### config.mk
export PLATFORM = sky130hd
export DESIGN_NAME = awl_ctrl
export DESIGN_NICKNAME = d
export VERILOG_FILES = /design/src/rtl/awl_pkg.sv /design/src/rtl/awl_ctrl.sv
export SDC_FILE = /design/constraint.sdc
export NUM_CORES = 1
export LEC_CHECK = 0
export ABC_AREA = 1
export BUFFER_PORTS_ARGS = -buffer_cell sky130_fd_sc_hd__clkbuf_2
export CORE_AREA = 2 2 79 81
export DETAILED_ROUTE_END_ITERATION = 10
export DIE_AREA = 0 0 81 83
export SYNTH_ARGS = -nofsm -noshare
export SYNTH_HDL_FRONTEND = slang
export SYNTH_SLANG_ARGS = --single-unit
### constraint.sdc
create_clock -name clk_i -period 2.7 [get_ports clk_i]
set_clock_uncertainty 0.2 [all_clocks]
set_input_delay 0.135 -clock clk_i [delete_from_list [all_inputs] [get_ports clk_i]]
set_output_delay 0.135 -clock clk_i [all_outputs]
set_load 0.1 [all_outputs]
### src/rtl/awl_pkg.sv
// awl_pkg: shared constants, types and the MAC step decoder for affine_world_to_local.
// Used by the channel interfaces, the controller and the datapath. It has no dependencies.
package awl_pkg;

  // Element format and sizes
  localparam int DATA_WIDTH = 32;
  localparam int FRAC_BITS  = 16;
  localparam int NELEM      = 12;
  localparam int IDX_W      = 4;
  localparam int CMD_W      = 2;
  localparam int ADJ_N      = 9;
  localparam int ADJ_IDX_W  = $clog2(ADJ_N);

  // Datapath widths
  localparam int A_W      = 2 * DATA_WIDTH + 1;         // signed adjugate entry
  localparam int AMAG_W   = 2 * DATA_WIDTH;             // |A|, two limbs
  localparam int LIMB_W   = DATA_WIDTH;
  localparam int B_W      = DATA_WIDTH + 1;             // signed B and |B|
  localparam int PROD_W   = LIMB_W + B_W;
  localparam int ACC_W    = 3 * DATA_WIDTH + 8;
  localparam int DS_W     = ACC_W + DATA_WIDTH + 1;
  localparam int QW       = DATA_WIDTH + 2;
  localparam int DIV_CNT_W = $clog2(QW);

  // MAC step program: 18 adjugate terms, 3 determinant terms, 36 numerator terms
  localparam int STEP_W      = 6;
  localparam int N_ADJ_STEPS = 18;
  localparam int NUM_BASE    = 21;
  localparam int N_STEPS     = 57;

  // Singular threshold: |det| <= 2^-40 in Q(3*FRAC_BITS)
  localparam int  SING_SH  = (3 * FRAC_BITS >= 40) ? (3 * FRAC_BITS - 40) : 0;
  localparam logic [ACC_W-1:0] SING_THR =
      (3 * FRAC_BITS >= 40) ? (ACC_W'(1) << SING_SH) : '0;

  // Saturation bounds on the quotient magnitude
  localparam logic [QW-1:0] Q_MAX_POS = QW'((65'd1 << (DATA_WIDTH - 1)) - 65'd1);
  localparam logic [QW-1:0] Q_MAX_NEG = QW'(65'd1 << (DATA_WIDTH - 1));

  typedef enum logic [CMD_W-1:0] {
    CMD_LOAD_PARENT = 2'd0,
    CMD_LOAD_WORLD  = 2'd1,
    CMD_START       = 2'd2
  } cmd_e;

  typedef enum logic {
    A_PARENT,
    A_ADJ
  } a_sel_e;

  typedef enum logic [1:0] {
    B_PARENT,
    B_WORLD,
    B_TDIFF
  } b_sel_e;

  typedef enum logic [1:0] {
    K_ADJ,
    K_DET,
    K_NUM
  } kind_e;

  typedef enum logic [3:0] {
    ST_IDLE,
    ST_READ,
    ST_OPND,
    ST_MLO,
    ST_MHI,
    ST_MACC,
    ST_WB,
    ST_CHK,
    ST_DIV,
    ST_EMIT
  } state_e;

  // One multiply-accumulate term
  typedef struct packed {
    logic [IDX_W-1:0]     pa_addr;
    logic [IDX_W-1:0]     pb_addr;
    logic [IDX_W-1:0]     w_addr;
    logic [ADJ_IDX_W-1:0] adj_idx;
    a_sel_e               a_sel;
    b_sel_e               b_sel;
    logic                 neg;
    logic                 first;
    logic                 last;
    kind_e                kind;
  } op_t;

  // Controller to datapath
  typedef struct packed {
    logic             ld_parent;
    logic             ld_world;
    logic             rd_en;
    logic             opnd_ld;
    logic             mul_lo;
    logic             mul_hi;
    logic             acc_hi;
    logic             wb_adj;
    logic             wb_det;
    logic             div_init;
    logic             div_step;
    logic             out_load;
    logic             out_sing;
    logic             out_last;
    logic [IDX_W-1:0] out_index;
    op_t              op;
  } dp_cmd_t;

  // Datapath to controller
  typedef struct packed {
    logic singular;
    logic out_free;
  } dp_stat_t;

  // Decode a step number into its operands
  function automatic op_t op_decode(logic [STEP_W-1:0] s);
    int  si, j, t, r, k, e;
    op_t o;
    si = int'(s);
    o.pa_addr = '0;
    o.pb_addr = '0;
    o.w_addr  = '0;
    o.adj_idx = '0;
    o.a_sel   = A_PARENT;
    o.b_sel   = B_PARENT;
    o.neg     = 1'b0;
    o.first   = 1'b0;
    o.last    = 1'b0;
    o.kind    = K_ADJ;
    if (si < N_ADJ_STEPS) begin
      // adj[r][k] = a[k+1][r+1]*a[k+2][r+2] - a[k+1][r+2]*a[k+2][r+1]
      j = si / 2;
      t = si % 2;
      r = j / 3;
      k = j % 3;
      o.kind    = K_ADJ;
      o.adj_idx = ADJ_IDX_W'(j);
      o.first   = (t == 0);
      o.last    = (t == 1);
      if (t == 0) begin
        o.pa_addr = IDX_W'(((r + 1) % 3) * 3 + (k + 1) % 3);
        o.pb_addr = IDX_W'(((r + 2) % 3) * 3 + (k + 2) % 3);
        o.neg     = 1'b0;
      end else begin
        o.pa_addr = IDX_W'(((r + 2) % 3) * 3 + (k + 1) % 3);
        o.pb_addr = IDX_W'(((r + 1) % 3) * 3 + (k + 2) % 3);
        o.neg     = 1'b1;
      end
    end else if (si < NUM_BASE) begin
      // det = sum a[0][k] * adj[k][0]
      k = si - N_ADJ_STEPS;
      o.kind    = K_DET;
      o.a_sel   = A_ADJ;
      o.adj_idx = ADJ_IDX_W'(k * 3);
      o.pb_addr = IDX_W'(k * 3);
      o.first   = (k == 0);
      o.last    = (k == 2);
    end else if (si < N_STEPS) begin
      e = (si - NUM_BASE) / 3;
      k = (si - NUM_BASE) % 3;
      r = (e < 9) ? (e % 3) : (e - 9);
      o.kind    = K_NUM;
      o.a_sel   = A_ADJ;
      o.adj_idx = ADJ_IDX_W'(r * 3 + k);
      o.first   = (k == 0);
      o.last    = (k == 2);
      if (e < 9) begin
        o.b_sel  = B_WORLD;
        o.w_addr = IDX_W'((e / 3) * 3 + k);
      end else begin
        o.b_sel   = B_TDIFF;
        o.w_addr  = IDX_W'(9 + k);
        o.pb_addr = IDX_W'(9 + k);
      end
    end
    return o;
  endfunction

endpackage

### src/rtl/awl_ctrl.sv
// awl_ctrl: sequencer that walks the MAC program, the divider and the result emission.
// Depends on awl_pkg.
module awl_ctrl (
  input  logic                       clk_i,
  input  logic                       rst_ni,
  input  logic                       in_valid_i,
  input  logic [awl_pkg::CMD_W-1:0]  in_command_i,
  input  logic [awl_pkg::IDX_W-1:0]  in_index_i,
  output logic                       in_ready_o,
  input  awl_pkg::dp_stat_t          stat_i,
  output awl_pkg::dp_cmd_t           cmd_o
);

  awl_pkg::state_e                      state_q, state_d;
  logic [awl_pkg::STEP_W-1:0]           step_q, step_d;
  logic [awl_pkg::IDX_W-1:0]            elem_q, elem_d;
  logic [awl_pkg::DIV_CNT_W-1:0]        div_cnt_q, div_cnt_d;
  logic                                 sing_q, sing_d;
  awl_pkg::op_t                         op;
  awl_pkg::op_t                         op_rom [2**awl_pkg::STEP_W];
  logic                                 idx_ok;
  logic                                 elem_last;

  // Step program as a constant table, one entry per step number
  for (genvar g = 0; g < 2**awl_pkg::STEP_W; g++) begin : g_op_rom
    assign op_rom[g] = awl_pkg::op_decode(awl_pkg::STEP_W'(g));
  end

  assign op        = op_rom[step_q];
  assign idx_ok    = (in_index_i < awl_pkg::IDX_W'(awl_pkg::NELEM));
  assign elem_last = (elem_q == awl_pkg::IDX_W'(awl_pkg::NELEM - 1));

  // State and counters
  always_ff @(posedge clk_i or negedge rst_ni) begin
    if (!rst_ni) begin
      state_q   <= awl_pkg::ST_IDLE;
      step_q    <= '0;
      elem_q    <= '0;
      div_cnt_q <= '0;
      sing_q    <= 1'b0;
    end else begin
      state_q   <= state_d;
      step_q    <= step_d;
      elem_q    <= elem_d;
      div_cnt_q <= div_cnt_d;
      sing_q    <= sing_d;
    end
  end

  // Next state
  always_comb begin
    state_d   = state_q;
    step_d    = step_q;
    elem_d    = elem_q;
    div_cnt_d = div_cnt_q;
    sing_d    = sing_q;
    case (state_q)
      awl_pkg::ST_IDLE: begin
        if (in_valid_i && (in_command_i == awl_pkg::CMD_START)) begin
          step_d  = '0;
          elem_d  = '0;
          sing_d  = 1'b0;
          state_d = awl_pkg::ST_READ;
        end
      end
      awl_pkg::ST_READ: state_d = awl_pkg::ST_OPND;
      awl_pkg::ST_OPND: state_d = awl_pkg::ST_MLO;
      awl_pkg::ST_MLO:  state_d = awl_pkg::ST_MHI;
      awl_pkg::ST_MHI:  state_d = awl_pkg::ST_MACC;
      awl_pkg::ST_MACC: begin
        if (op.last) begin
          state_d = awl_pkg::ST_WB;
        end else begin
          step_d  = step_q + 1'b1;
          state_d = awl_pkg::ST_READ;
        end
      end
      awl_pkg::ST_WB: begin
        case (op.kind)
          awl_pkg::K_ADJ: begin
            step_d  = step_q + 1'b1;
            state_d = awl_pkg::ST_READ;
          end
          awl_pkg::K_DET: begin
            step_d  = step_q + 1'b1;
            state_d = awl_pkg::ST_CHK;
          end
          default: begin
            div_cnt_d = '0;
            state_d   = awl_pkg::ST_DIV;
          end
        endcase
      end
      awl_pkg::ST_CHK: begin
        if (stat_i.singular) begin
          sing_d  = 1'b1;
          state_d = awl_pkg::ST_EMIT;
        end else begin
          state_d = awl_pkg::ST_READ;
        end
      end
      awl_pkg::ST_DIV: begin
        if (div_cnt_q == awl_pkg::DIV_CNT_W'(awl_pkg::QW - 1)) begin
          state_d = awl_pkg::ST_EMIT;
        end else begin
          div_cnt_d = div_cnt_q + 1'b1;
        end
      end
      awl_pkg::ST_EMIT: begin
        if (stat_i.out_free) begin
          if (sing_q || elem_last) begin
            state_d = awl_pkg::ST_IDLE;
          end else begin
            step_d  = step_q + 1'b1;
            elem_d  = elem_q + 1'b1;
            state_d = awl_pkg::ST_READ;
          end
        end
      end
      default: state_d = awl_pkg::ST_IDLE;
    endcase
  end

  // Outputs
  always_comb begin
    in_ready_o      = (state_q == awl_pkg::ST_IDLE);
    cmd_o           = '0;
    cmd_o.op        = op;
    cmd_o.out_sing  = sing_q;
    cmd_o.out_last  = sing_q || elem_last;
    cmd_o.out_index = sing_q ? '0 : elem_q;
    case (state_q)
      awl_pkg::ST_IDLE: begin
        cmd_o.ld_parent = in_valid_i && idx_ok &&
                          (in_command_i == awl_pkg::CMD_LOAD_PARENT);
        cmd_o.ld_world  = in_valid_i && idx_ok &&
                          (in_command_i == awl_pkg::CMD_LOAD_WORLD);
      end
      awl_pkg::ST_READ: cmd_o.rd_en   = 1'b1;
      awl_pkg::ST_OPND: cmd_o.opnd_ld = 1'b1;
      awl_pkg::ST_MLO:  cmd_o.mul_lo  = 1'b1;
      awl_pkg::ST_MHI:  cmd_o.mul_hi  = 1'b1;
      awl_pkg::ST_MACC: cmd_o.acc_hi  = 1'b1;
      awl_pkg::ST_WB: begin
        cmd_o.wb_adj   = (op.kind == awl_pkg::K_ADJ);
        cmd_o.wb_det   = (op.kind == awl_pkg::K_DET);
        cmd_o.div_init = (op.kind == awl_pkg::K_NUM);
      end
      awl_pkg::ST_DIV:  cmd_o.div_step = 1'b1;
      awl_pkg::ST_EMIT: cmd_o.out_load = stat_i.out_free;
      default: ;
    endcase
  end

endmodule

==> impl_metrics.json <==
{
  "via_count": 2553,
  "max_freq_mhz": 397,
  "grt_pass1_wl_mm": 11.6,
  "clk_latency_ps": 260,
  "hold_depth": 4,
  "synth_seq_cells": 21,
  "status": "finished, final reports clean",
  "drive_gt1_share_pct": 32.9,
  "cts_max_level": 1,
  "numCtsBuffers": 3,
  "end_kind": "output pin",
  "n_antenna_cell": 0,
  "power.leakage_uw": 0.00161,
  "port_buffers": 51,
  "die_x_um": 81,
  "power.total_uw": 2570,
  "globalRouteOverflowTotal": 0,
  "antenna_found_initial": 0,
  "ys.warnings.count": 0,
  "maxCapViolCount": 0,
  "regToRegSetupSlack_ps": 530,
  "viasPerCell": 5.19,
  "num-fill-cells": 609,
  "path_common_cell": "nand2_4",
  "finalSetupViolCount": 0,
  "route.detailed.drc": 0,
  "crit_family": "buffers and inverters",
  "rr_worst_depth": 13,
  "drt-initial-drc-count": 153,
  "ff_latch_area_um2": 528,
  "cp.arrival_ps": 2190,
  "area_growth_pct": 28.2,
  "slowest_delay_ps": 530,
  "reg2reg_to": "step_q[2]",
  "grt_use_total_pct": 21.5,
  "maxSlewHeadroom_pct": 63.5,
  "multi_input_area_mm2": 0.00173,
  "synth_area_per_cell_um2": 6.57,
  "die_h_um": 83,
  "drtAntennaViolNets": 0,
  "yosysSeqAreaShare_pct": 21.9,
  "required_ps": 2370,
  "cts_root_buffer": "clkbuf_8",
  "gp_congestion": 0.911,
  "placed_cells": 486,
  "p_per_area_mw_per_mm2": 832,
  "core_mm2": 0.00582,
  "final_cell_mix": "nand2_1, nand3_1, clkbuf_2, inv_1, nor2_1",
  "cts_tree": "built",
  "start_util_pct": 41.4,
  "place_hpwl_mm": 5.49,
  "core.rowCount": 28,
  "min_from": "stat_i[0]",
  "hold_path_class": "input port to flop",
  "ir_drop_mv": 0.831,
  "worst-path-buf-inv": 4,
  "io-pin-count": 54,
  "ctsResizeCount": 0,
  "crit_type": "flop to output pin",
  "path_clk_slew_ps": 80,
  "rsz0062_at_grt": "no",
  "tns_ps": 0,
  "nets": 443,
  "grt_start_max_net_pins": 25,
  "holdPathEnd": "state_q[0]",
  "path_cells": "inv_6, buf_4, nand2_4, nand2_4, nand2_2, clkinvlp_4, nand2_1, nand3_2, clkbuf_2",
  "layout_commonest_cell": "nand2_1",
  "rr_startpoint": "step_q[0]",
  "grt_pass1_vias": 2455,
  "dr.pass1.iters": 5,
  "hold_viol": 0,
  "tightest_slew_ps": 550,
  "layoutNonFillerInstCount": 492,
  "synthCells": 366,
  "startpoint_type": "flop",
  "cts_buffer_depth": 2,
  "cts.sinks": 21,
  "crit_fanout": 16,
  "syn_nets": 391,
  "worst_hold_slack_ps": 39.7,
  "wl_per_cell_um": 13.8,
  "cp_slowest_cell": "dfrtp_1",
  "synth_cell_type_count": 39,
  "drv_slew": 0,
  "dieArea_mm2": 0.00672,
  "wl_mm": 6.77,
  "synth.cell_area_mm2": 0.00240,
  "period_minus_slack_ps": 2520,
  "final.period_utilization_pct": 93.4
}
[per-stage QoR]
| step | area [um^2] | util, % | setup slack [ps] |
|---|---|---|---|
| floorplan | 2540 | - | -313 |
| global placement | 3010 | 51.8 | 485 |
| detailed placement | 3010 | 51.8 | 478 |
| CTS | 3080 | 53.0 | 169 |
| global route | 3080 | 53.0 | 72.9 |
| finish | 3080 | 53.0 | 178 |
[logic make-up (layout without fill, tap and decap cells)]
| family | count (synthesis) | in the layout | share of synthesized area (%) |
|---|---|---|---|
| simple gates | 198 | 198 | 40.2 |
| compound gates | 66 | 66 | 16.7 |
| buf+inv | 60 | 111 | 11.4 |
| flops | 21 | 21 | 21.9 |
| fa+ha+maj | 14 | 14 | 7.28 |
| xor+xnor | 7 | 7 | 2.55 |
[sequential cells by signal, indices dropped and copies added, names as in the netlist]
signal	flops
sing_q	1
elem_q	4
state_q	4
step_q	6
div_cnt_q	6
[final cells by class]
class	count	share of cell area, %
clock buffers	3	1.34
clock inverters	1	0.244
inverters	48	6.29
multi-input cells	285	56.2
flip-flops and latches	21	17.1
well taps	75	3.04
repair buffers	59	15.7
[worst max path at each step]
stage,cells past startpoint,to,slack [ps],startpoint
2_1_floorplan,3,cmd_o[40],-310,state_q[1]
3_3_place_gp,9,cmd_o[12],490,step_q[2]
3_5_place_dp,9,cmd_o[12],480,step_q[2]
4_1_cts,9,cmd_o[12],170,step_q[2]
5_1_grt,10,cmd_o[33],70,step_q[2]
6_report,9,cmd_o[12],180,step_q[2]
[power breakdown]
group	switching, uW	internal, uW	leakage, uW
Clock	112	104	0.0000217
Combinational	1490	417	0.00131
Sequential	75.1	368	0.000274
[per-layer routing]
metal	global-route usage (%)	wire length, um	vias to the layer above	part of all wire (%)
li1	-	-	1311	-
met1	29.9	3080	1162	46
met2	34.9	3240	74	48
met3	3.04	390	6	5.8
met4	5.08	56	0	0.83
met5	0	0	-	0
[what timing repair did]
action	4_1_cts	5_1_grt
endpoints found under the hold margin	22	0
setup buffers	0	0
hold buffers	2	0
[worst reg2reg max path, cell delays in order (launching register included)]
cell	delay, ps
dfrtp_2	500
inv_4	110
ha_4	290
inv_2	70
nand2_2	110
nand2_1	60
nand2_1	110
nand2_1	60
nand2_1	90
nand3_2	110
nand2_4	140
nand2_4	90
nand2_1	70
nand2_1	60
[synthesized netlist by cell type]
master	count	area (um^2)
buf_6	4	45.0
a21boi_0	1	7.51
o21a_1	1	7.51
dfrtp_1	21	526
a21oi_4	1	16.3
nand2_1	79	297
a21oi_1	16	80.1
nor2_8	1	20.0
xor2_1	7	61.3
nand2_2	15	93.8
inv_1	36	135
nand3b_1	1	7.51
nand2_4	5	56.3
o21ai_2	1	8.76
o21ai_1	6	30.0
inv_2	11	41.3
o221ai_1	2	17.5
o211ai_1	2	15.0
ha_1	14	175
or2_2	2	12.5
nor2_4	3	33.8
o311ai_0	2	17.5
and3_1	1	6.26
a211oi_1	1	7.51
o21ai_4	1	16.3
nand3_1	37	185
o21ai_0	24	120
nand4_1	6	37.5
o22ai_1	4	25.0
buf_4	2	15.0
nor3_1	7	35.0
o31ai_1	1	7.51
nand3_2	1	10.0
o2111ai_1	2	17.5
a31oi_1	1	6.26
nor2_1	31	116
inv_6	1	8.76
nor2_2	9	56.3
buf_2	6	30.0
No activity file was read; power rests on OpenSTA's default activity.
